[src/hdl/tdbd_pkg.sv]
// Shared types and constants for the temperature deviation bar display.
// Used by the front, queue, back and top level; depends on nothing.
package tdbd_pkg;

  localparam int LED_COUNT_DEF = 16;
  localparam int SAMPLE_W      = 16;
  localparam int IDX_W         = 6;
  localparam int HALF_W        = 6;
  localparam int BYTE_W        = 8;
  localparam int CFG_IDX_W     = 8;
  localparam int OUT_DATA_W    = 32;
  localparam int Q_DEPTH       = 2;

  localparam logic [CFG_IDX_W-1:0] REG_BRIGHTNESS = 8'd0;
  localparam logic [CFG_IDX_W-1:0] REG_GRB_ORDER  = 8'd1;

  localparam logic [7:0]  BRIGHTNESS_RST = 8'd64;
  localparam logic        GRB_ORDER_RST  = 1'b1;
  localparam logic [15:0] TARGET_RST     = 16'h7FFF;
  localparam logic [15:0] HOLD_MARK      = 16'h7FFF;

  localparam logic OP_SAMPLE  = 1'b0;
  localparam logic OP_CAPTURE = 1'b1;

  localparam logic [1:0] KIND_GREEN = 2'd0;
  localparam logic [1:0] KIND_RED   = 2'd1;
  localparam logic [1:0] KIND_BLUE  = 2'd2;

  typedef struct packed {
    logic [1:0]        kind;
    logic [HALF_W-1:0] half;
  } cmd_t;

endpackage

[src/hdl/tdbd_front.sv]
// Front end: accepts sample and capture items, keeps the temperature state
// and turns each item that needs a redraw into a frame command. Uses tdbd_pkg.
module tdbd_front import tdbd_pkg::*; #(
  parameter int LED_COUNT = LED_COUNT_DEF
) (
  input  logic                       clk,
  input  logic                       rst,
  input  logic                       in_valid,
  output logic                       in_ready,
  input  logic                       opcode,
  input  logic signed [SAMPLE_W-1:0] raw_sample,
  output logic                       push,
  output cmd_t                       push_cmd,
  input  logic                       q_full
);

  localparam logic signed [SAMPLE_W:0] HALF_MAX = (SAMPLE_W+1)'(LED_COUNT / 2);

  logic signed [SAMPLE_W-1:0] current_temp;
  logic signed [SAMPLE_W-1:0] target_temp;
  logic signed [SAMPLE_W-1:0] previous_temp;

  logic signed [SAMPLE_W-1:0] t;
  logic signed [SAMPLE_W:0]   diff;
  logic signed [SAMPLE_W:0]   mag;
  logic [HALF_W-1:0]          half;
  logic                       accept;

  assign in_ready = !q_full;
  assign accept   = in_valid && in_ready;
  assign t        = {raw_sample[SAMPLE_W-1], raw_sample[SAMPLE_W-1:1]};
  assign diff     = {t[SAMPLE_W-1], t} - {target_temp[SAMPLE_W-1], target_temp};
  assign mag      = diff[SAMPLE_W] ? -diff : diff;
  assign half     = (mag > HALF_MAX) ? HALF_MAX[HALF_W-1:0] : mag[HALF_W-1:0];

  always_comb begin
    push          = 1'b0;
    push_cmd.kind = KIND_GREEN;
    push_cmd.half = '0;
    if (accept) begin
      if (opcode == OP_CAPTURE) begin
        push = 1'b1;
      end else if (t != previous_temp) begin
        push = 1'b1;
        if (t > target_temp) begin
          push_cmd.kind = KIND_RED;
          push_cmd.half = half;
        end else if (t < target_temp) begin
          push_cmd.kind = KIND_BLUE;
          push_cmd.half = half;
        end
      end
    end
  end

  always_ff @(posedge clk) begin
    if (rst) begin
      current_temp  <= '0;
      target_temp   <= TARGET_RST;
      previous_temp <= '0;
    end else if (accept) begin
      if (opcode == OP_CAPTURE) begin
        target_temp   <= current_temp;
        previous_temp <= HOLD_MARK;
      end else begin
        current_temp  <= t;
        previous_temp <= t;
      end
    end
  end

endmodule

[src/hdl/tdbd_queue.sv]
// Short command queue between front and back.
// Holds frame commands of type cmd_t from tdbd_pkg.
module tdbd_queue import tdbd_pkg::*; (
  input  logic clk,
  input  logic rst,
  input  logic push,
  input  cmd_t push_cmd,
  output logic full,
  input  logic pop,
  output cmd_t pop_cmd,
  output logic empty
);

  localparam int PTR_W = $clog2(Q_DEPTH);

  cmd_t             mem [Q_DEPTH];
  logic [PTR_W-1:0] wptr;
  logic [PTR_W-1:0] rptr;
  logic [PTR_W:0]   count;

  assign full    = (count == (PTR_W+1)'(Q_DEPTH));
  assign empty   = (count == '0);
  assign pop_cmd = mem[rptr];

  always_ff @(posedge clk) begin
    if (push && !full) begin
      mem[wptr] <= push_cmd;
    end
  end

  always_ff @(posedge clk) begin
    if (rst) begin
      wptr  <= '0;
      rptr  <= '0;
      count <= '0;
    end else begin
      if (push && !full) begin
        wptr <= (wptr == PTR_W'(Q_DEPTH - 1)) ? '0 : wptr + 1'b1;
      end
      if (pop && !empty) begin
        rptr <= (rptr == PTR_W'(Q_DEPTH - 1)) ? '0 : rptr + 1'b1;
      end
      count <= count + (PTR_W+1)'(push && !full) - (PTR_W+1)'(pop && !empty);
    end
  end

endmodule

[src/hdl/tdbd_back.sv]
// Back end: draws one LED per cycle, while the output is not stalled, from the
// queued frame command into the output register. Uses tdbd_pkg.
module tdbd_back import tdbd_pkg::*; #(
  parameter int LED_COUNT = LED_COUNT_DEF
) (
  input  logic                  clk,
  input  logic                  rst,
  input  logic                  q_empty,
  input  cmd_t                  q_cmd,
  output logic                  pop,
  input  logic [BYTE_W-1:0]     brightness,
  input  logic                  grb_order,
  output logic                  out_valid,
  input  logic                  out_ready,
  output logic [OUT_DATA_W-1:0] out_data,
  output logic                  out_last
);

  localparam logic [IDX_W:0]   CENTRE = (IDX_W+1)'(LED_COUNT / 2);
  localparam logic [IDX_W-1:0] LAST   = IDX_W'(LED_COUNT - 1);

  logic              active;
  cmd_t              cmd;
  logic [IDX_W-1:0]  idx;
  logic              advance;
  logic              finish;
  logic              lit;
  logic [IDX_W:0]    idx_x;
  logic [IDX_W:0]    lo;
  logic [IDX_W:0]    hi;
  logic [BYTE_W-1:0] red;
  logic [BYTE_W-1:0] green;
  logic [BYTE_W-1:0] blue;

  assign advance = active && (!out_valid || out_ready);
  assign finish  = advance && (idx == LAST);
  assign pop     = !q_empty && (!active || finish);

  assign idx_x = {1'b0, idx};
  assign lo    = CENTRE - {1'b0, cmd.half};
  assign hi    = CENTRE + {1'b0, cmd.half};

  always_comb begin
    red   = '0;
    green = '0;
    blue  = '0;
    lit   = (idx_x >= lo) && (idx_x < hi);
    unique case (cmd.kind)
      KIND_RED:  red  = lit ? brightness : '0;
      KIND_BLUE: blue = lit ? brightness : '0;
      default:   green = (idx_x == CENTRE - 1'b1 || idx_x == CENTRE) ? brightness : '0;
    endcase
  end

  always_ff @(posedge clk) begin
    if (rst) begin
      active    <= 1'b0;
      idx       <= '0;
      out_valid <= 1'b0;
    end else begin
      if (advance) begin
        out_valid <= 1'b1;
        idx       <= finish ? '0 : idx + 1'b1;
      end else if (out_ready) begin
        out_valid <= 1'b0;
      end
      if (pop) begin
        active <= 1'b1;
      end else if (finish) begin
        active <= 1'b0;
      end
    end
  end

  always_ff @(posedge clk) begin
    if (pop) begin
      cmd <= q_cmd;
    end
    if (advance) begin
      out_data <= {2'b00, blue, grb_order ? red : green, grb_order ? green : red, idx};
      out_last <= (idx == LAST);
    end
  end

endmodule

[src/hdl/temperature_deviation_bar_display.sv]
// Temperature deviation bar display: front end, command queue, LED drawer.
// A drawing item passes the command queue and the back end's command register before its
// first LED beat is registered. Throughput: one LED beat per cycle unless m_tready stalls;
// a drawing item gives LED_COUNT beats from the back end's LED counter. Items that draw
// nothing take no queue entry. Reset (rst, synchronous): brightness 64, GRB order, target 32767, empty queue.
module temperature_deviation_bar_display import tdbd_pkg::*; #(
  parameter int LED_COUNT = LED_COUNT_DEF
) (
  input  logic                  clk,
  input  logic                  rst,
  input  logic                  s_tvalid,
  output logic                  s_tready,
  input  logic [SAMPLE_W-1:0]   s_tdata,   // raw_sample[15:0]
  input  logic                  s_tuser,   // opcode
  output logic                  m_tvalid,
  input  logic                  m_tready,
  output logic [OUT_DATA_W-1:0] m_tdata,   // led_index[5:0], byte0, byte1, byte2, pad[1:0]
  output logic                  m_tlast,   // last_led
  input  logic                  cfg_valid,
  output logic                  cfg_ready,
  input  logic [CFG_IDX_W-1:0]  cfg_index,
  input  logic [BYTE_W-1:0]     cfg_data
);

  logic [BYTE_W-1:0] brightness;
  logic              grb_order;
  logic              push;
  cmd_t              push_cmd;
  logic              q_full;
  logic              q_empty;
  logic              pop;
  cmd_t              pop_cmd;

  assign cfg_ready = 1'b1;

  always_ff @(posedge clk) begin
    if (rst) begin
      brightness <= BRIGHTNESS_RST;
      grb_order  <= GRB_ORDER_RST;
    end else if (cfg_valid && cfg_ready) begin
      if (cfg_index == REG_BRIGHTNESS) begin
        brightness <= cfg_data;
      end else if (cfg_index == REG_GRB_ORDER) begin
        grb_order <= cfg_data[0];
      end
    end
  end

  tdbd_front #(.LED_COUNT(LED_COUNT)) u_front (
    .clk        (clk),
    .rst        (rst),
    .in_valid   (s_tvalid),
    .in_ready   (s_tready),
    .opcode     (s_tuser),
    .raw_sample (s_tdata),
    .push       (push),
    .push_cmd   (push_cmd),
    .q_full     (q_full)
  );

  tdbd_queue u_queue (
    .clk      (clk),
    .rst      (rst),
    .push     (push),
    .push_cmd (push_cmd),
    .full     (q_full),
    .pop      (pop),
    .pop_cmd  (pop_cmd),
    .empty    (q_empty)
  );

  tdbd_back #(.LED_COUNT(LED_COUNT)) u_back (
    .clk        (clk),
    .rst        (rst),
    .q_empty    (q_empty),
    .q_cmd      (pop_cmd),
    .pop        (pop),
    .brightness (brightness),
    .grb_order  (grb_order),
    .out_valid  (m_tvalid),
    .out_ready  (m_tready),
    .out_data   (m_tdata),
    .out_last   (m_tlast)
  );

endmodule

[config.mk]
export PLATFORM = sky130hd
export DESIGN_NAME = temperature_deviation_bar_display
export DESIGN_NICKNAME = d
export VERILOG_FILES = /design/src/hdl/tdbd_pkg.sv /design/src/hdl/tdbd_front.sv /design/src/hdl/tdbd_queue.sv /design/src/hdl/tdbd_back.sv /design/src/hdl/temperature_deviation_bar_display.sv
export SDC_FILE = /design/constraint.sdc
export NUM_CORES = 1
export LEC_CHECK = 0
export ABC_AREA = 1
export BUFFER_PORTS_ARGS = -buffer_cell sky130_fd_sc_hd__buf_2
export CORE_ASPECT_RATIO = 1.75
export CORE_MARGIN = 3
export CORE_UTILIZATION = 55
export CTS_CLUSTER_SIZE = 25
export DETAILED_ROUTE_END_ITERATION = 12
export PLACE_DENSITY_LB_ADDON = 0.1
export SLEW_MARGIN = 30
export SYNTH_ARGS = -nofsm -noshare
export SYNTH_HDL_FRONTEND = slang
export SYNTH_SLANG_ARGS = --single-unit
[constraint.sdc]
create_clock -name clk -period 8.6 [get_ports clk]
set_clock_uncertainty 0.05 [all_clocks]
set_input_delay 2.58 -clock clk [delete_from_list [all_inputs] [get_ports clk]]
set_output_delay 2.58 -clock clk [all_outputs]
set_load 0.03 [all_outputs]
Word level (Yosys, flattened, before mapping)
Memory sizes are Yosys's and may differ from the RTL's. A register that Yosys moved wholly into a read port is not among the register bits.
Index checks and enable logic that the tools add are counted.
{"block": "totals", "regBits": 99, "mem_bits_rw": 16, "input_bits": 38, "out_inout_bits": 36, "n_memories": 1}
{"name": "u_queue.mem", "words": 2, "word_bits": 8, "rd": 1, "rd_ports_with_merged_regs": 1, "write_ports": 1, "line_no": "tdbd_queue.sv:16", "text": "cmd_t mem [Q_DEPTH];"}
{"block": "classes", "add_sub_neg": 9, "magnitude_cmp": 5, "eq_ne": 8, "mux": 26, "n_bitwise": 2, "reduce_logical": 23}
{"operator": "$mux 8", "n": 11}
{"operator": "$gt 17x5->1 const B", "n": 1}
{"operator": "$mux 17", "n": 1}
{"operator": "$neg 17->17", "n": 1}
{"operator": "$sub 15x16->17", "n": 1}
{"operator": "$gt 15x16->1", "n": 1}
{"operator": "$lt 15x16->1", "n": 1}
{"operator": "$mux 16", "n": 1}
{"operator": "$ne 15x16->1", "n": 1}
{"operator": "$eq 6x4->1 const B", "n": 2}
{"operator": "$mux 6", "n": 2}
{"operator": "$mux 1", "n": 11}
{"operator": "$eq 8x1->1 const B", "n": 1}
{"operator": "$logic_not 8->1", "n": 1}
{"operator": "$add 4x6->7 const A", "n": 1}
{"operator": "$ge 6x7->1", "n": 1}
{"operator": "$logic_and 1x1->1", "n": 7}
{"operator": "$lt 6x7->1", "n": 1}
{"operator": "$sub 4x6->7 const A", "n": 1}
{"operator": "$add 6x1->6 const B", "n": 1}
{"operator": "$eq 6x3->1 const B", "n": 1}
{"operator": "$reduce_and 2->1", "n": 3}
{"operator": "$eq 2x2->1 const B", "n": 2}
{"operator": "$logic_not 1->1", "n": 4}
{"operator": "10 further kinds", "n": 15}

Logic depth before layout (Yosys ltp)
Gate-level depths: netlist of run 1.
{"block": "logic_depth", "word_depth": 10, "depth_mapped": 23, "ltp_nobuf": 23}

Modules after synthesis
A second synthesis of run 1 with hierarchy kept.
{"block": "hier_totals", "cells_unflattened": 979, "area_unflattened_um2": 7439.6}
{"mod": "tdbd_front", "instances": 1, "cells_each": 603, "area_each_um2": 3633.5, "seq_area_each_um2": 940.9}
{"mod": "tdbd_back", "instances": 1, "cells_each": 241, "area_each_um2": 2451.1, "seq_area_each_um2": 1331.3}
{"mod": "tdbd_queue", "instances": 1, "cells_each": 64, "area_each_um2": 868.3, "seq_area_each_um2": 580.6}
{"mod": "temperature_deviation_bar_display", "instances": 1, "cells_each": 71, "area_each_um2": 486.7, "seq_area_each_um2": 180.2}

Least setup slack after synthesis of run 1
Ideal clock, no wire load.
{"block": "synth_timing", "path_type": "input-to-reg", "start": "input port s_tdata[1]", "end": "memory u_queue.mem[0][0] in the netlist's numbering, data pin", "setup_time_ns": 0.257, "arrival_time_ns": 4.708, "required_time_ns": 8.293, "slack_ns": 3.585, "cell_stages": 21, "path_buffers": 0, "path_cell_list": "inv_1 > ha_1 > fa_1 > ha_1 > inv_1 > a21oi_1 > nand3_1 > nor2_1 > inv_2 > nor2_1 > nand3_1 > nand2_1 > nand2_1 > nand2_1 > inv_1 > nand2_1 > nor2_1 > nand3_1 > nand2_2 > nand2_2 > nor2_2"}
{"element": "start, declared", "line_no": "temperature_deviation_bar_display.sv:13", "text": "input logic [SAMPLE_W-1:0] s_tdata,"}
{"element": "end, declared", "line_no": "tdbd_queue.sv:16"}

==> impl_metrics.yaml, run 1 <==
floorplanning:
  die-area_um2: 14240
  num_rows: 54
  ios: 74
  initial_utilization_pct: 56.28
  fp.coreArea_um2: 12500
  die_h_um: 155.6
  die_w_um: 91.49
yosys:
  synthCells: 930
  synth-seq-area-share_pct: 42.83
  synth_edf_count: 55
  ys.flop_type: "dfxtp_1"
  synth-seq-cells: 123
  syn-cell-area_um2: 7034
  syn_avg_cell_area_um2: 7.564
  async_flop_share_pct: 0
  synth_cell_types: 45
  synth_warnings: 0
clock_tree:
  cts_resized: 0
  cts_buffers: 17
  ctsHtreeMaxLevel: 4
  insertion_delay_ns: 0.41
  cts_tree: "built"
  clock_path_buffers: 2
  cts-root-buf: "clkbuf_16"
  clk_pin_slew_ns: 0.06
  numClockSinks: 123
  hold_buffers: 0
  cts_setup_buffers: 0
power_and_ir_drop:
  intPower_mw: 1.361
  cellLeakagePower_nw: 3.850
  pwr-share-seq_pct: 37.1
  p_switching_mw: 0.7832
  ir_drop_mv: 0.1631
  powerDensity_nw_per_um2: 265.7
  combPwrFrac_pct: 31.4
  power.total_mw: 2.144
  swShare_pct: 36.53
  clkPwrFrac_pct: 31.4
worst_setup_path:
  startpoint_type: "input pin"
  cp.required_ns: 8.81
  cpPeakStageDelay_ns: 0.58
  r2r-end: "u_queue.mem[0][1]$_DFFE_PP_"
  r2r_cells: 19
  path_max_fanout: 4
  rrSetupSlack_ns: 5.47
  worstSetupPathType: "input pin to flop"
  crit_buf_inv: 4
  r2r-start: "u_front.target_temp[0]$_SDFFE_PP1P_"
  crit_chain: "buf_2 > inv_1 > ha_1 > fa_1 > ha_1 > inv_1 > a21oi_1 > nand3_1 > nor2_1 > nand3_1 > nor2_1 > nand3_1 > nand2_1 > nand2_1 > nand2_1 > inv_1 > nor2_1 > nand3_1 > nand2_2 > nand2_2 > nor2_2"
  cp-end-kind: "flop"
  cp_common_cell: "nand3_1"
  cp.arrival_ns: 5.39
  cpMaxStageDelayCell: "fa_1"
  cp_top_family: "simple AND/OR/NAND/NOR gates"
global_routing:
  grt_start_max_net_pins: 34
  grt_first_pass_wirelength_um: 25360
  antenna_found_initial: 0
  grt_usage_pct: 22.30
  grt-ovfl-total: 0
  grt_pass1_vias: 5659
status:
  outcome: "complete, no violations"
cells_and_area:
  multi_input_area_um2: 3347
  seqCellArea_um2: 3013
  num-fill-cells: 1152
  diodes: 0
  area_growth_pct: 14.73
  nets: 1076
  drive_above_1_share_pct: 15.02
timing:
  rsz0062_at_grt: "false"
  fmax_mhz: 193.1
  tns_ns: 0
  fin_crit_ns: 5.179
  hold_violations: 0
  slew_violations: 0
  worst_pin_slew_ns: 0.8724
  relSlewSlack_pct: 41.63
  min_period_over_period_pct: 60.22
  setup_viol: 0
drt:
  drt-pass1-iter-count: 5
  route.detailed.drc: 0
  ant_nets: 0
  num_vias: 5930
  wire_per_inst_um: 12.88
  first_iter_violations: 203
  vias_per_cell: 5.025
  finalWirelength_um: 15200
hold_path:
  holdPathStages: 2
  whs_endpoint: "u_front.current_temp[4]$_SDFFE_PP0P_"
  hold_path_startpoint: "u_front.current_temp[4]$_SDFFE_PP0P_"
  hp-class: "flop to flop"
place:
  gp_congestion: 0.9193
  place_hpwl_um: 11850
  port_buffers: 69
run:
  cap_violations: 0
synthesized netlist by cell type (2+ instances only):
master,count,share of area [%]
buf_6,2,0.32
ha_1,38,6.8
xor2_1,10,1.2
and2_1,2,0.18
nand3_2,2,0.28
a21oi_1,47,3.3
nor4_1,3,0.27
nand3b_1,6,0.64
nor2_1,72,3.8
clkbuf_1,16,0.85
xnor2_1,6,0.75
buf_1,3,0.16
nor3_1,22,1.6
o211ai_1,17,1.8
o21bai_1,2,0.21
nor3b_1,2,0.21
nand2_2,18,1.6
a21oi_2,2,0.25
nand4_1,12,1.1
nand3_1,45,3.2
o21ai_0,52,3.7
dfxtp_1,68,19
inv_2,8,0.43
o21ai_1,3,0.21
inv_1,142,7.6
nor2_2,10,0.89
and3_1,2,0.18
nand2_1,242,13
edfxtp_1,55,23
buf_4,3,0.32
nand2_4,2,0.32
a211oi_1,2,0.21
conb_1,2,0.11
registers in the layout, summed over array words and instances, names as in the netlist, 2 cells and up:
| signal | cells |
|---|---|
| u_back.out_data | 30 |
| u_front.previous_temp | 16 |
| u_back.cmd | 8 |
| u_front.target_temp | 16 |
| brightness | 8 |
| u_queue.count | 2 |
| u_back.idx | 6 |
| u_front.current_temp | 15 |
| u_queue.mem | 16 |
final cells by class:
class                   count  area share (%)
clock buffers              18           5.318
clock inverters            14           1.690
inverters                 151           7.023
multi-input cells         634           41.47
flip-flops and latches    123           37.33
well taps                 168           2.605
repair buffers             72           4.558
worst reg2reg max path, cell delays in order (launching register included):
cell and delay [ns]:
dfxtp_1 0.32, ha_1 0.21, fa_1 0.58, ha_1 0.21, inv_1 0.04, a21oi_1 0.14
nand3_1 0.13, nor2_1 0.20, nand3_1 0.10, nor2_1 0.16, nand3_1 0.11, nand2_1 0.07
nand2_1 0.05, nand2_1 0.05, inv_1 0.04, nor2_1 0.12, nand3_1 0.10, nand2_2 0.09
nand2_2 0.10, nor2_2 0.12
layer usage:
metal / global-route usage [%] / routed length [µm] / vias to the layer above
li1: - / - / 3129
met1: 21.64 / 5678 / 2653
met2: 44.19 / 8587 / 118
met3: 4.006 / 486 / 30
met4: 10.58 / 446 / 0
met5: 0 / 0 / -
power groups by stage:
| stage | registers [mW] | clock network [mW] | logic [mW] |
|---|---|---|---|
| after global routing | 0.809 | 0.709 | 0.772 |
| after floorplan | 0.867 | 0 | 0.459 |
| after CTS | 0.797 | 0.683 | 0.681 |
| after detailed placement | 0.809 | 0 | 0.678 |
| after global placement | 0.807 | 0 | 0.669 |
| final | 0.796 | 0.674 | 0.674 |
worst max-delay path by stage:
stage	startpoint	endpoint	slack, ns	cells past startpoint
2_1_floorplan	s_tdata[1]	u_queue.mem[0][0]$_DFFE_PP_	3.58	21
3_3_place_gp	s_tdata[1]	u_queue.mem[0][3]$_DFFE_PP_	3.05	20
3_5_place_dp	s_tdata[1]	u_queue.mem[0][3]$_DFFE_PP_	2.99	20
4_1_cts	s_tdata[1]	u_queue.mem[0][1]$_DFFE_PP_	3.39	21
5_1_grt	s_tdata[1]	u_queue.mem[0][1]$_DFFE_PP_	3.08	21
6_report	s_tdata[1]	u_queue.mem[0][1]$_DFFE_PP_	3.42	21
metrics by stage:
| step | setup WS [ns] | utilization, % | hold slack [ns] | cells | instance area (µm²) |
|---|---|---|---|---|---|
| after global placement | 3.047 | 60.04 | 0.3832 | 1148 | 7505 |
| after detailed placement | 2.989 | 60.04 | 0.3874 | 1148 | 7505 |
| after floorplan | 3.585 | - | 0.3756 | 933 | 7046 |
| final | 3.421 | 64.56 | 0.3958 | 1180 | 8070 |
| after CTS | 3.393 | 64.56 | 0.3961 | 1180 | 8070 |
| after global routing | 3.079 | 64.56 | 0.4255 | 1180 | 8070 |
placed cells by master, fill, tap and decap left out, types with 6 or more instances in the layout:
master	n
edfxtp_1	55
o21ai_0	52
nand3b_1	6
ha_1	38
nand2_2	18
buf_2	69
xnor2_1	6
nor3_1	22
nand2_1	242
inv_2	9
nand3_1	45
inv_1	141
nand4_1	12
clkbuf_16	17
dfxtp_1	68
nor2_2	11
nor2_1	71
xor2_1	10
a21oi_1	47
o211ai_1	17
logic make-up (layout without fill, tap and decap cells):
group	after synthesis	after routing	synth area share (%)
compound gates	130	130	10.46
xor+xnor	16	16	1.992
fa+ha+maj	39	39	7.044
buf+inv	176	255	9.783
flops	123	123	42.83
other cells	2	5	0.1068
simple gates	444	444	27.78
Power figures use the tool's default switching activity.
==> run 2: changes to the inputs <==
==> constraint.sdc (replaced) <==
create_clock -name clk -period 5.3 [get_ports clk]
set_clock_uncertainty 0.05 [all_clocks]
set_input_delay 1.59 -clock clk [delete_from_list [all_inputs] [get_ports clk]]
set_output_delay 1.59 -clock clk [all_outputs]
set_load 0.03 [all_outputs]
==> impl_metrics.yaml, run 2 (synthesis results as in run 1) <==
global_routing:
  antenna_found_initial: 0
  grt_first_pass_wirelength_um: 25010
  grt_pass1_vias: 5675
  met1_usage_pct: 20.67
  use_met3_pct: 4.199
  grt-ovfl-total: 0
  grt_usage_pct: 22.11
  met2_usage_pct: 43.67
  grt_busiest_layer: "met2"
  grt_start_max_net_pins: 34
worst_setup_path:
  crit_chain: "buf_2 > inv_1 > ha_1 > fa_1 > ha_1 > inv_1 > a21oi_1 > nand3_1 > nor2_1 > inv_2 > nor2_1 > nand3_1 > nand2_1 > nand2_1 > nand2_1 > inv_1 > nand2_1 > nor2_1 > nand3_1 > nand2_2 > nand2_2 > nor2_2"
  r2r-start: "u_front.target_temp[0]$_SDFFE_PP1P_"
  cp_top_family: "simple AND/OR/NAND/NOR gates"
  worstSetupPathType: "input pin to flop"
  cpPeakStageDelay_ns: 0.58
  cp_common_cell: "nand2_1"
  r2r_cells: 20
  startpoint: "s_tdata[1]"
  startpoint_type: "input pin"
  cpMaxStageDelayCell: "fa_1"
  crit_buf_inv: 5
  cp.arrival_ns: 4.29
  cp.required_ns: 5.40
  cp-end-kind: "flop"
  path_max_fanout: 4
  path_depth: 22
place:
  gp_congestion: 0.9139
  place_hpwl_um: 11870
  port_buffers: 69
  placed_area_um2: 7505
clock_tree:
  cts_buffers: 17
  cts-root-buf: "clkbuf_16"
  insertion_delay_ns: 0.41
  cts_tree: "built"
  hold_buffers: 0
  clock_path_buffers: 2
  cts_setup_buffers: 0
  clk_pin_slew_ns: 0.06
  ctsHtreeMaxLevel: 4
  cts_resized: 0
  numClockSinks: 123
drt:
  drt-pass1-iter-count: 5
  finalWirelength_um: 15090
  vias_per_cell: 5.025
  wire_per_inst_um: 12.78
  num_vias: 5930
  ant_nets: 0
  first_iter_violations: 267
  route.detailed.drc: 0
status:
  outcome: "complete, no violations"
cells_and_area:
  regMostFlops: "u_back.out_data"
  diodes: 0
  layout_commonest_cell: "nand2_1"
  num-fill-cells: 1108
  area_growth_pct: 15.72
  layout_common_cells: "nand2_1 (242), inv_1 (141), nor2_1 (71)"
  nets: 1076
  drive_above_1_share_pct: 15.02
  stdcell_area_um2: 8140
  largest_register_ffs: 30
run:
  cap_violations: 0
hold_path:
  holdPathStages: 2
  hp-class: "flop to flop"
  hold_path_startpoint: "u_front.current_temp[6]$_SDFFE_PP0P_"
floorplanning:
  die-area_um2: 14240
  initial_utilization_pct: 56.28
  die_h_um: 155.6
  fp.coreArea_um2: 12500
  num_rows: 54
  ios: 74
  die_w_um: 91.49
power_and_ir_drop:
  ir_drop_mv: 0.2556
  pwr-share-seq_pct: 35.7
  clkPwrFrac_pct: 33.9
  p_switching_mw: 1.263
  intPower_mw: 2.353
  cellLeakagePower_nw: 3.877
  combPwrFrac_pct: 30.3
  powerDensity_nw_per_um2: 444.2
  swShare_pct: 34.92
timing:
  slew_violations: 0
  fin_crit_ns: 4.185
  setup_viol: 0
  tns_ns: 0
  hold_violations: 0
  rsz0062_at_grt: "false"
  relSlewSlack_pct: 40.85
  worst_pin_slew_ns: 0.8839
  fmax_mhz: 238.9
  min_period_over_period_pct: 78.97
## run 2: cell types whose count changed in the layout (fill, tap and decap cells not counted)
cell / previous run / this run
inv_6: 5 / 6
bufinv_16: 1 / 4
clkinv_2: 2 / 0
clkinv_4: 4 / 2
clkinvlp_2: 0 / 1
inv_4: 1 / 0
## run 2: path summary, 6_finish.rpt
path / endpoint / slack (ns)
min reg2reg: u_front.current_temp[6]$_SDFFE_PP0P_ / 0.39
max reg2reg: u_queue.mem[1][0]$_DFFE_PP_ / 2.19
min: u_front.current_temp[6]$_SDFFE_PP0P_ / 0.39
max: u_queue.mem[1][0]$_DFFE_PP_ / 1.11
## run 2: layout make-up
cell class                      instances  area (µm²)  area share (%)
Tap cell                              168       210.2           2.582
Timing Repair Buffer                   72       367.9           4.519
Sequential cell                       123        3013           37.01
Clock inverter                         14       206.4           2.536
Multi-Input combinational cell        634        3347           41.12
Clock buffer                           18       429.2           5.272
Inverter                              151       566.8           6.963
## run 2: power by group through the flow
stage / registers, mW / logic (mW) / clock network [mW]
2_1_floorplan: 1.41 / 0.744 / 0
3_3_place_gp: 1.31 / 1.09 / 0
3_5_place_dp: 1.31 / 1.11 / 0
4_1_cts: 1.29 / 1.11 / 1.25
5_1_grt: 1.31 / 1.25 / 1.29
6_report: 1.29 / 1.10 / 1.23
## run 2: tightest hold or removal path: stages (launching register included)
cell,delay (ns)
dfxtp_1,0.31
inv_1,0.04
a21oi_1,0.05
## run 2: metrics by stage
step | util, % | std cells | hold WS [ns] | setup slack, ns | power, mW
finish | 65.13 | 1180 | 0.3947 | 1.115 | 3.616
global route | 65.13 | 1180 | 0.4216 | 0.8493 | 3.851
CTS | 65.13 | 1180 | 0.3963 | 1.131 | 3.653
detailed placement | 60.04 | 1148 | 0.3869 | 0.7190 | 2.418
global placement | 60.04 | 1148 | 0.3820 | 0.7609 | 2.396
floorplan | - | 933 | 0.3756 | 1.275 | 2.151
## run 2: metal layers
metal  vias to the layer above  share of wire, %
met3                        45               3.2
met1                      2628                36
li1                       3134                 -
met2                       123                56
met5                         -                 0
met4                         0               4.4
==> run 3: changes to the inputs <==
==> constraint.sdc (replaced) <==
create_clock -name clk -period 4.33 [get_ports clk]
set_clock_uncertainty 0.05 [all_clocks]
set_input_delay 1.299 -clock clk [delete_from_list [all_inputs] [get_ports clk]]
set_output_delay 1.299 -clock clk [all_outputs]
set_load 0.03 [all_outputs]
==> impl_metrics.yaml, run 3 (synthesis results as in run 1) <==
floorplanning:
  ios: 74
  die-area_um2: 14240
  initial_utilization_pct: 56.28
  die_h_um: 155.6
  fp.coreArea_um2: 12500
  num_rows: 54
  die_w_um: 91.49
clock_tree:
  insertion_delay_ns: 0.42
  clock_path_buffers: 2
  cts_setup_buffers: 0
  ctsHtreeMaxLevel: 4
  cts_tree: "built"
  numClockSinks: 123
  clk_pin_slew_ns: 0.07
  hold_buffers: 0
  cts-root-buf: "clkbuf_16"
  cts_buffers: 17
  cts_resized: 0
drt:
  num_vias: 6029
  finalWirelength_um: 15390
  vias_per_cell: 5.101
  first_iter_violations: 265
  route.detailed.drc: 0
  wire_per_inst_um: 13.02
  drt-pass1-iter-count: 8
  ant_nets: 0
power_and_ir_drop:
  ir_drop_mv: 0.3265
  cellLeakagePower_nw: 3.858
  powerDensity_nw_per_um2: 530.1
  power.total_mw: 4.290
cells_and_area:
  layout_common_cells: "nand2_1 (242), inv_1 (142), nor2_1 (71)"
  seqCellArea_um2: 3013
  largest_register_ffs: 30
  area_growth_pct: 15.03
  diodes: 0
  fin_cells: 1182
  stdcell_area_um2: 8092
  nets: 1078
  regMostFlops: "u_back.out_data"
  num-fill-cells: 1160
  layout_commonest_cell: "nand2_1"
  multi_input_area_um2: 3347
  drive_above_1_share_pct: 15.19
worst_setup_path:
  path_max_fanout: 4
  cp.required_ns: 4.44
  cp.arrival_ns: 3.96
  cp-end-kind: "flop"
  r2r_cells: 20
  worstSetupPathType: "input pin to flop"
  startpoint_type: "input pin"
place:
  preCtsSetupSlack_ns: 0.08937
  placed_area_um2: 7520
  gp_congestion: 0.9058
  dp_cells: 1150
  port_buffers: 69
  place_hpwl_um: 11800
timing:
  min_period_over_period_pct: 88.99
  hold_violations: 0
  relSlewSlack_pct: 40.46
  slew_violations: 0
  fin_crit_ns: 3.853
  worst_pin_slew_ns: 0.8899
  fmax_mhz: 259.5
  setup_viol: 0
  tns_ns: 0
  setup_ws_ns: 0.4767
  rsz0062_at_grt: "false"
global_routing:
  grt_start_max_net_pins: 34
  grt-ovfl-total: 0
  grt_first_pass_wirelength_um: 25440
  grt_pass1_vias: 5752
  antenna_found_initial: 0
  grt_usage_pct: 22.53
hold_path:
  hp-class: "flop to flop"
  holdPathStages: 2
status:
  outcome: "complete, no violations"
run:
  cap_violations: 0
==> run 3: cell types whose count changed in the layout (fill, tap and decap cells not counted), sizes merged <==
cell,before,now
bufinv,4,0
inv,157,161
buf,72,74
clkbuf,18,17
clkinvlp,1,2
==> run 3: metal layers <==
metal,global-route usage (%),routed length (µm),vias to the layer above
met5,0,0,-
met4,11.22,496,0
met3,4.633,513,33
met2,44.54,8717,126
met1,21.34,5659,2719
li1,-,-,3151
==> run 3: worst paths after layout <==
| check | start | end | slack, ns |
|---|---|---|---|
| setup / recovery | s_tdata[1] | u_queue.mem[0][0]$_DFFE_PP_ | 0.48 |
| hold / removal | u_front.current_temp[4]$_SDFFE_PP0P_ | u_front.current_temp[4]$_SDFFE_PP0P_ | 0.40 |
| setup reg to reg | u_front.target_temp[0]$_SDFFE_PP1P_ | u_queue.mem[0][0]$_DFFE_PP_ | 1.24 |
| hold reg to reg | u_front.current_temp[4]$_SDFFE_PP0P_ | u_front.current_temp[4]$_SDFFE_PP0P_ | 0.40 |
==> run 3: cell type report <==
type                            instances  area share, %
Clock inverter                         15          1.809
Inverter                              151          7.005
Timing Repair Buffer                   74          4.732
Tap cell                              168          2.598
Clock buffer                           17          5.257
Sequential cell                       123          37.24
Multi-Input combinational cell        634          41.36
==> run 3: critical path, cell delays in order <==
cell     delay [ns]
buf_2          0.13
inv_1          0.05
ha_1           0.22
fa_1           0.55
ha_1           0.19
inv_1          0.04
a21oi_1        0.15
nand3_1        0.13
nor2_1         0.20
inv_2          0.06
nor2_1         0.17
nand3_1        0.13
nand2_1        0.08
nand2_1        0.05
nand2_1        0.05
inv_1          0.03
nand2_1        0.05
nor2_1         0.04
nand3_1        0.08
nand2_2        0.07
nand2_2        0.14
nor2_2         0.05
==> run 3: per-stage QoR <==
stage          hold slack [ns]  util, %
3_3_place_gp            0.3828    60.16
4_1_cts                 0.3968    64.73
6_report                0.3954    64.73
2_1_floorplan           0.3756        -
5_1_grt                 0.4174    64.73
3_5_place_dp            0.3863    60.16
==> run 3: power by group <==
part | leakage [nW] | switching [mW] | internal, mW | total (mW)
clock network | 0.278 | 0.585 | 0.765 | 1.35
registers | 1.09 | 0.102 | 1.48 | 1.58
logic | 2.49 | 0.928 | 0.430 | 1.36
